[src/rtl/tma_pkg.sv]
// shared widths, types and the arctangent table of the triangle minimum angle block
`default_nettype none
package tma_pkg;
    localparam int COORD_W   = 24;
    localparam int EDGE_W    = COORD_W + 1;
    localparam int PROD_W    = 2 * EDGE_W;
    localparam int MAG_W     = PROD_W + 1;
    localparam int POS_W     = $clog2(MAG_W);
    localparam int NORM_POS  = 29;
    localparam int CW        = 33;
    localparam int ZW        = 27;
    localparam int STEPS     = 23;
    localparam int ANG_W     = 24;
    localparam int OUT_W     = 16;
    localparam int LAT       = 30;
    localparam logic signed [ZW-1:0] DEG90  = ZW'(90 * 65536);
    localparam logic signed [ZW-1:0] DEG180 = ZW'(180 * 65536);

    // one corner after the dot and cross products
    typedef struct packed {
        logic [MAG_W-1:0] px;
        logic [MAG_W-1:0] py;
        logic             obtuse;
        logic             fix90;
    } corner_t;

    // one corner on its way through the rotation stages
    typedef struct packed {
        logic signed [CW-1:0] x;
        logic signed [CW-1:0] y;
        logic signed [ZW-1:0] z;
        logic                 obtuse;
        logic                 fix90;
    } cord_t;

    // atan(2^-i) in degrees * 65536, rounded
    function automatic logic signed [ZW-1:0] atan_deg(input int i);
        logic signed [ZW-1:0] v;
        case (i)
            0:  v = ZW'(2949120);
            1:  v = ZW'(1740967);
            2:  v = ZW'(919879);
            3:  v = ZW'(466945);
            4:  v = ZW'(234379);
            5:  v = ZW'(117304);
            6:  v = ZW'(58666);
            7:  v = ZW'(29335);
            8:  v = ZW'(14668);
            9:  v = ZW'(7334);
            10: v = ZW'(3667);
            11: v = ZW'(1833);
            12: v = ZW'(917);
            13: v = ZW'(458);
            14: v = ZW'(229);
            15: v = ZW'(115);
            16: v = ZW'(57);
            17: v = ZW'(29);
            18: v = ZW'(14);
            19: v = ZW'(7);
            20: v = ZW'(4);
            21: v = ZW'(2);
            22: v = ZW'(1);
            default: v = '0;
        endcase
        return v;
    endfunction
endpackage
`default_nettype wire

[src/rtl/tma_norm.sv]
// scales a corner vector so that its larger component lies in [2^29, 2^30)
`default_nettype none
module tma_norm
    import tma_pkg::*;
(
    input  wire logic    clk,
    input  wire logic    en,
    input  wire corner_t corner,
    output cord_t        cord
);
    corner_t          c_reg, c_next;
    logic [POS_W-1:0] pos_reg, pos_next;
    logic [MAG_W-1:0] m;
    logic             zero_next;
    logic [MAG_W-1:0] sx, sy;
    cord_t            cord_reg, cord_next;

    // leading one of the larger component
    always_comb
    begin
        m = (corner.px > corner.py) ? corner.px : corner.py;
        zero_next = (m == '0);
        pos_next = '0;
        for (int j = 0; j < MAG_W; j++)
        begin
            if (m[j])
                pos_next = POS_W'(j);
        end
        c_next       = corner;
        c_next.fix90 = corner.fix90 | zero_next;
    end

    // shift both components by the same amount
    always_comb
    begin
        if (pos_reg >= POS_W'(NORM_POS))
        begin
            sx = c_reg.px >> (pos_reg - POS_W'(NORM_POS));
            sy = c_reg.py >> (pos_reg - POS_W'(NORM_POS));
        end
        else
        begin
            sx = c_reg.px << (POS_W'(NORM_POS) - pos_reg);
            sy = c_reg.py << (POS_W'(NORM_POS) - pos_reg);
        end
        cord_next.x      = CW'(sx[NORM_POS:0]);
        cord_next.y      = CW'(sy[NORM_POS:0]);
        cord_next.z      = '0;
        cord_next.obtuse = c_reg.obtuse;
        cord_next.fix90  = c_reg.fix90;
    end

    always_ff @(posedge clk)
    begin
        if (en)
        begin
            c_reg    <= c_next;
            pos_reg  <= pos_next;
            cord_reg <= cord_next;
        end
    end

    assign cord = cord_reg;
endmodule
`default_nettype wire

[config.mk]
export PLATFORM = sky130hd
export DESIGN_NAME = tma_norm
export DESIGN_NICKNAME = d
export VERILOG_FILES = /design/src/rtl/tma_pkg.sv /design/src/rtl/tma_norm.sv
export SDC_FILE = /design/constraint.sdc
export NUM_CORES = 1
export LEC_CHECK = 0
export BUFFER_PORTS_ARGS = -buffer_cell sky130_fd_sc_hd__buf_2
export CAP_MARGIN = 40
export CORE_MARGIN = 2
export CORE_UTILIZATION = 50
export DETAILED_ROUTE_END_ITERATION = 12
export PLACE_DENSITY = 0.76
export SETUP_SLACK_MARGIN = 0.02
export SLEW_MARGIN = 0
export SYNTH_ARGS = -nofsm -noshare
export SYNTH_HDL_FRONTEND = slang
export SYNTH_SLANG_ARGS = --single-unit
[constraint.sdc]
create_clock -name clk -period 6.1 [get_ports clk]
set_input_delay 1.22 -clock clk [delete_from_list [all_inputs] [get_ports clk]]
set_output_delay 1.22 -clock clk [all_outputs]
set_load 0.01 [all_outputs]
After elaboration in Yosys (flattened, before gate mapping):

Cells that the tools add are included.

* $add $sub $neg: 2
* multipliers: 0
* div/mod/pow operators: 0
* $lt $le $gt $ge: 2
* eq/ne operators: 0
* shifts and indexed selects: 4
* muxes and demuxes: 52
* bitwise gates (word level): 1
* reductions and logical operators: 3

Operators with widths (number)
* $mux 6: 30
* $shl 51x6->30: 2
* $shr 51x6->30: 2
* $mux 5: 16
* $mux 30: 2
* $gt 51x51->1: 1
* $logic_not 51->1: 1
* $mux 51: 1
* $reduce_or 19->1: 1
* $ge 6x5->1 const B: 1
* $sub 5x6->6 const A: 1
* $sub 6x5->6 const B: 1
* $mux 2: 2
* $reduce_or 3->1: 1
* $mux 1: 1
* $or 1x1->1: 1

* register bits after elaboration: 172
* latch bits: 0
* memory bits (writable): 0
* memory bits (read-only): 0
* input port bits: 106
* output and inout bits: 95
* word-level logic and storage cells: 75
* memories kept: 0

Depth between registers and ports, before layout:

* depth in word-level cells: 51
* mapped depth: 18
* gate-level depth less buffers: 10

Worst setup path before layout:

OpenSTA, ideal clock, no wires.

* kind: flip-flop to flip-flop
* start: register pos_reg[1]
* end: register cord_reg (netlist bit cord[44]), data pin
* setup time: 0.261 ns
* data arrival time: 3.645 ns
* data required time: 5.839 ns
* path slack: 2.194 ns
* stages on the path, launching flop included: 15
* buffers on the path: 7
* period minus slack after synthesis: 3.906 ns
* cells stage by stage: edfxtp_1 buf_2 buf_2 clkbuf_1 inv_1 ha_1 clkbuf_1 buf_4 buf_2 buf_4 mux4_2 nand2_1 nand2_1 mux4_2 a221o_1

* longest elaborated chain between the ends: 3
* elaborated cells on any way between the ends: 6
* classes of those cells: add/sub (2); order compare (1); shift (2); mux (1)

RTL lines
* start: declaration: RTL line tma_norm.sv:12 `logic [POS_W-1:0] pos_reg, pos_next;`
* start signal: assignment: RTL line tma_norm.sv:58 `pos_reg <= pos_next;`
* $sub 5x6->6 or $sub 6x5->6 (tied branches): RTL line tma_norm.sv:44, tma_norm.sv:39
* $shl 51x6->30 or $shr 51x6->30 (tied branches): RTL line tma_norm.sv:44, tma_norm.sv:39
* $mux 30 (*): RTL line tma_norm.sv:36 `if (pos_reg >= POS_W'(NORM_POS))`
* named net sy[15]: RTL line tma_norm.sv:15 `logic [MAG_W-1:0] sx, sy;`
* end signal: assignment: RTL line tma_norm.sv:59 `cord_reg <= cord_next;`
* end: declaration: RTL line tma_norm.sv:16 `cord_t cord_reg, cord_next;`

Mark *: on every way through the listed nets, which the timed path passes. The rest lies on a longest branch.
A chain may end at the register's enable or synchronous reset.

Final worst setup path:

* start: register pos_reg[0]
* end: register cord_reg (netlist bit cord[77]), data pin

* longest elaborated chain between the ends: 3
* elaborated cells on any way between the ends: 6
* classes of those cells: add/sub (2); order compare (1); shift (2); mux (1)

RTL lines (RTL line)
* $sub 5x6->6 or $sub 6x5->6 (tied branches): tma_norm.sv:43, tma_norm.sv:38
* $shl 51x6->30 or $shr 51x6->30 (tied branches): tma_norm.sv:43, tma_norm.sv:38
* $mux 30 (*): tma_norm.sv:36
* named net sx[15]: tma_norm.sv:15

Marks and branches as above.

==> out/results.ini <==
[outcome]
outcome = finished, final reports clean

[clock_tree]
clock_path_buffers = 2
htreeDepth = 4
cts.clk_slew.worst_paths_ns = 0.07
cts_hold_buf = 0
clkSinkCount = 172
cts_resized = 0
post_cts_buffers = 0
cts_tree = yes
cts_buffers = 17
cts_root_buf = clkbuf_16
clock_latency_ns = 0.46

[yosys]
yosys-mux-area-fraction = 0.2521
synth_top_family_by_area = multiplexers
synth-compound-area-share = 0.1734
postSynth.asyncResetShare = 0
synth_edf_count = 172
synth-seq-area-share = 0.3165
syn_inst = 1707
yosys_warnings = 0
avgSynthCellArea_sq_um = 9.559
ys_types = 69
ys_seq_elements = 172
netlist_area_sq_um = 16320
ys.flop_type = edfxtp_1
synthXorXnorAreaFrac = 0.005368
synth-simple-area-share = 0.1458
synthAdderAreaFrac = 0.04294

[routing]
drt-initial-drc-count = 2144
first_pass_iters = 8
routedWlPerCell_microns = 28.29
drtAntennaViolNets = 0
drc_errors = 0
routed_wirelength_microns = 63970
post_drt_via_cell_ratio = 6.843
vias = 15470

[sta]
finClkSkew_ns = 0.02266
fin_tns_setup_ns = 0
max_slew_margin = 0.3886
timing.final.ws_setup_ns = 1.978
fmaxAchievable_ghz = 0.2426
tightest_slew_ns = 0.9171
final_hold_viol_count = 0
slew_violations = 0
rsz0062_at_grt = no
min_period_ns = 4.122
setup_viol = 0
timing.final.crit_share = 0.6757

[critical_path]
crit_chain = clkinv_1, buf_4, ha_4, buf_16, buf_4, mux4_2, nand2_1, nand2_1, mux4_2, a221o_1
path_delay_family = multiplexers
critPathRequiredTime_ns = 6.28
worstSetupEndpointType = register
slowest_delay_ns = 0.57
worst-path-stages = 10
reg2regPathDepth = 10
critical_path_class = register to register
arrival_ns = 4.31
r2r_end = cord[77]
cp_slowest_cell = mux4_2
r2r_setup_slack_ns = 1.98
r2r_start = pos_reg[0]
path_max_fanout = 42
start_kind = register
cp_num_buf_inv = 4

[pwr]
power.density_nw_per_um2 = 323.8
ir_drop_mv = 0.2470
cellLeakagePower_uw = 0.007142

[final_layout]
n_antenna_cell = 0
multi_input_area_sq_um = 10370
final_cells = 2261
final-seq-area_sq_um = 5165
largest_reg_flops = 104
drive_above_1_share = 0.2221
finalInstanceArea_sq_um = 18120
fillers = 2919
final_nets = 1968
syn2layout_area_growth_pct = 11.03

[floorplanning]
chipWidth_microns = 184.7
io-pin-count = 201
dieArea_sq_um = 34100
num_rows = 66
initial_core_util = 0.5041
core_area_sq_um = 32370
die-height_microns = 184.7

[place]
portBuffers = 167
routabilityCongestion = 1.095
hpwl_microns = 49850
dp_slack_ns = 1.769
dp_cells = 2229
place_area_sq_um = 17510

[global_routing]
grt_overflow = 0
antenna_found_initial = 1
grt_pass1_vias = 14190
grt_max_degree = 168
grt_pass1_wl_microns = 93090
track_usage = 0.3782

[min_path]
hold_path_end = cord[1]
min_path_type = register to register
worstHoldStart = c_reg[1]
whs_path_depth = 0

[run]
drv_cap = 0

==> cell usage in the layout (no fill, tap or decap), types with 4 or more instances in the layout <==
| master | instances |
|---|---|
| o32ai_1 | 4 |
| nand2b_1 | 5 |
| nor2_1 | 153 |
| inv_6 | 6 |
| ha_1 | 55 |
| clkbuf_16 | 17 |
| buf_2 | 167 |
| a311oi_1 | 5 |
| xnor2_2 | 4 |
| a22oi_1 | 9 |
| and3_1 | 9 |
| edfxtp_1 | 172 |
| o211ai_1 | 13 |
| mux2i_1 | 96 |
| nor4_1 | 17 |
| o221ai_1 | 34 |
| nor2b_1 | 10 |
| mux4_2 | 125 |
| o22ai_1 | 27 |
| o21a_1 | 9 |
| a31oi_1 | 13 |
| o311ai_0 | 4 |
| o31ai_1 | 7 |
| nand3_1 | 38 |
| inv_1 | 65 |
| nand4_1 | 23 |
| a221o_1 | 8 |
| a211oi_1 | 54 |
| buf_4 | 28 |
| o22a_1 | 4 |
| conb_1 | 33 |
| mux2_2 | 30 |
| o21ai_0 | 78 |
| nor3_1 | 21 |
| a21oi_1 | 139 |
| nand2_1 | 264 |
| and2_1 | 4 |
==> stage by stage <==
| step | total power [uW] | utilization | hold slack (ns) |
|---|---|---|---|
| global placement | 4549 | 0.5390 | 0.4041 |
| detailed placement | 4569 | 0.5409 | 0.4300 |
| global route | 6065 | 0.5596 | 0.4612 |
| CTS | 5740 | 0.5596 | 0.4473 |
| finish | 5866 | 0.5596 | 0.4416 |
| floorplan | 3512 | - | 0.4003 |
==> where the power goes <==
part	total [uW]	internal, uW	switching, uW
Combinational	3060	1090	1970
Clock	1190	653	539
Sequential	1610	1490	123
Total	5870	3230	2640
==> cell families (layout without fill, tap and decap cells) <==
kind of cell,Yosys count,in the layout
other,1,33
multiplexers,251,251
flip-flops,172,172
XOR/XNOR,10,10
AO/OA/AOI/OAI,440,440
buffers and inverters,222,302
AND/OR/NAND/NOR,555,555
adder cells (fa/ha/maj),56,56
==> final cells by class <==
cell class,count,area share
sequential,172,0.2851
inverter,67,0.01388
timing repair buffer,203,0.06465
tap,442,0.03053
clock buffer,17,0.02348
multi-input combinational,1345,0.5723
clock inverter,15,0.01008
==> routing by layer <==
| layer | wire, microns | global-route usage |
|---|---|---|
| met3 | 6259 | 0.05908 |
| met5 | 13 | 0 |
| met1 | 25440 | 0.5236 |
| met2 | 27880 | 0.5611 |
| met4 | 4372 | 0.2283 |
==> worst max-delay path by stage <==
stage          startpoint  endpoint  slack (ns)
2_1_floorplan  pos_reg[1]  cord[44]        2.19
3_3_place_gp   corner[35]  c_reg[0]        1.77
3_5_place_dp   corner[52]  c_reg[0]        1.77
4_1_cts        pos_reg[0]  cord[77]        2.01
5_1_grt        pos_reg[0]  cord[75]        1.74
6_report       pos_reg[0]  cord[77]        1.98
==> Yosys cell counts (all sizes together) (27+ instances only) <==
cell    count  area share
mux2       30       0.021
nor2      153       0.035
a21oi     139       0.043
o221ai     34       0.018
nand2     265       0.061
clkbuf     62       0.014
o21ai      79       0.024
buf        93       0.034
mux4      125        0.17
mux2i      96       0.059
ha         56       0.043
a211oi     54       0.025
o22ai      27       0.010
nand3      38       0.012
edfxtp    172        0.32
inv        66       0.015
No activity file was read; power rests on OpenSTA's default activity.
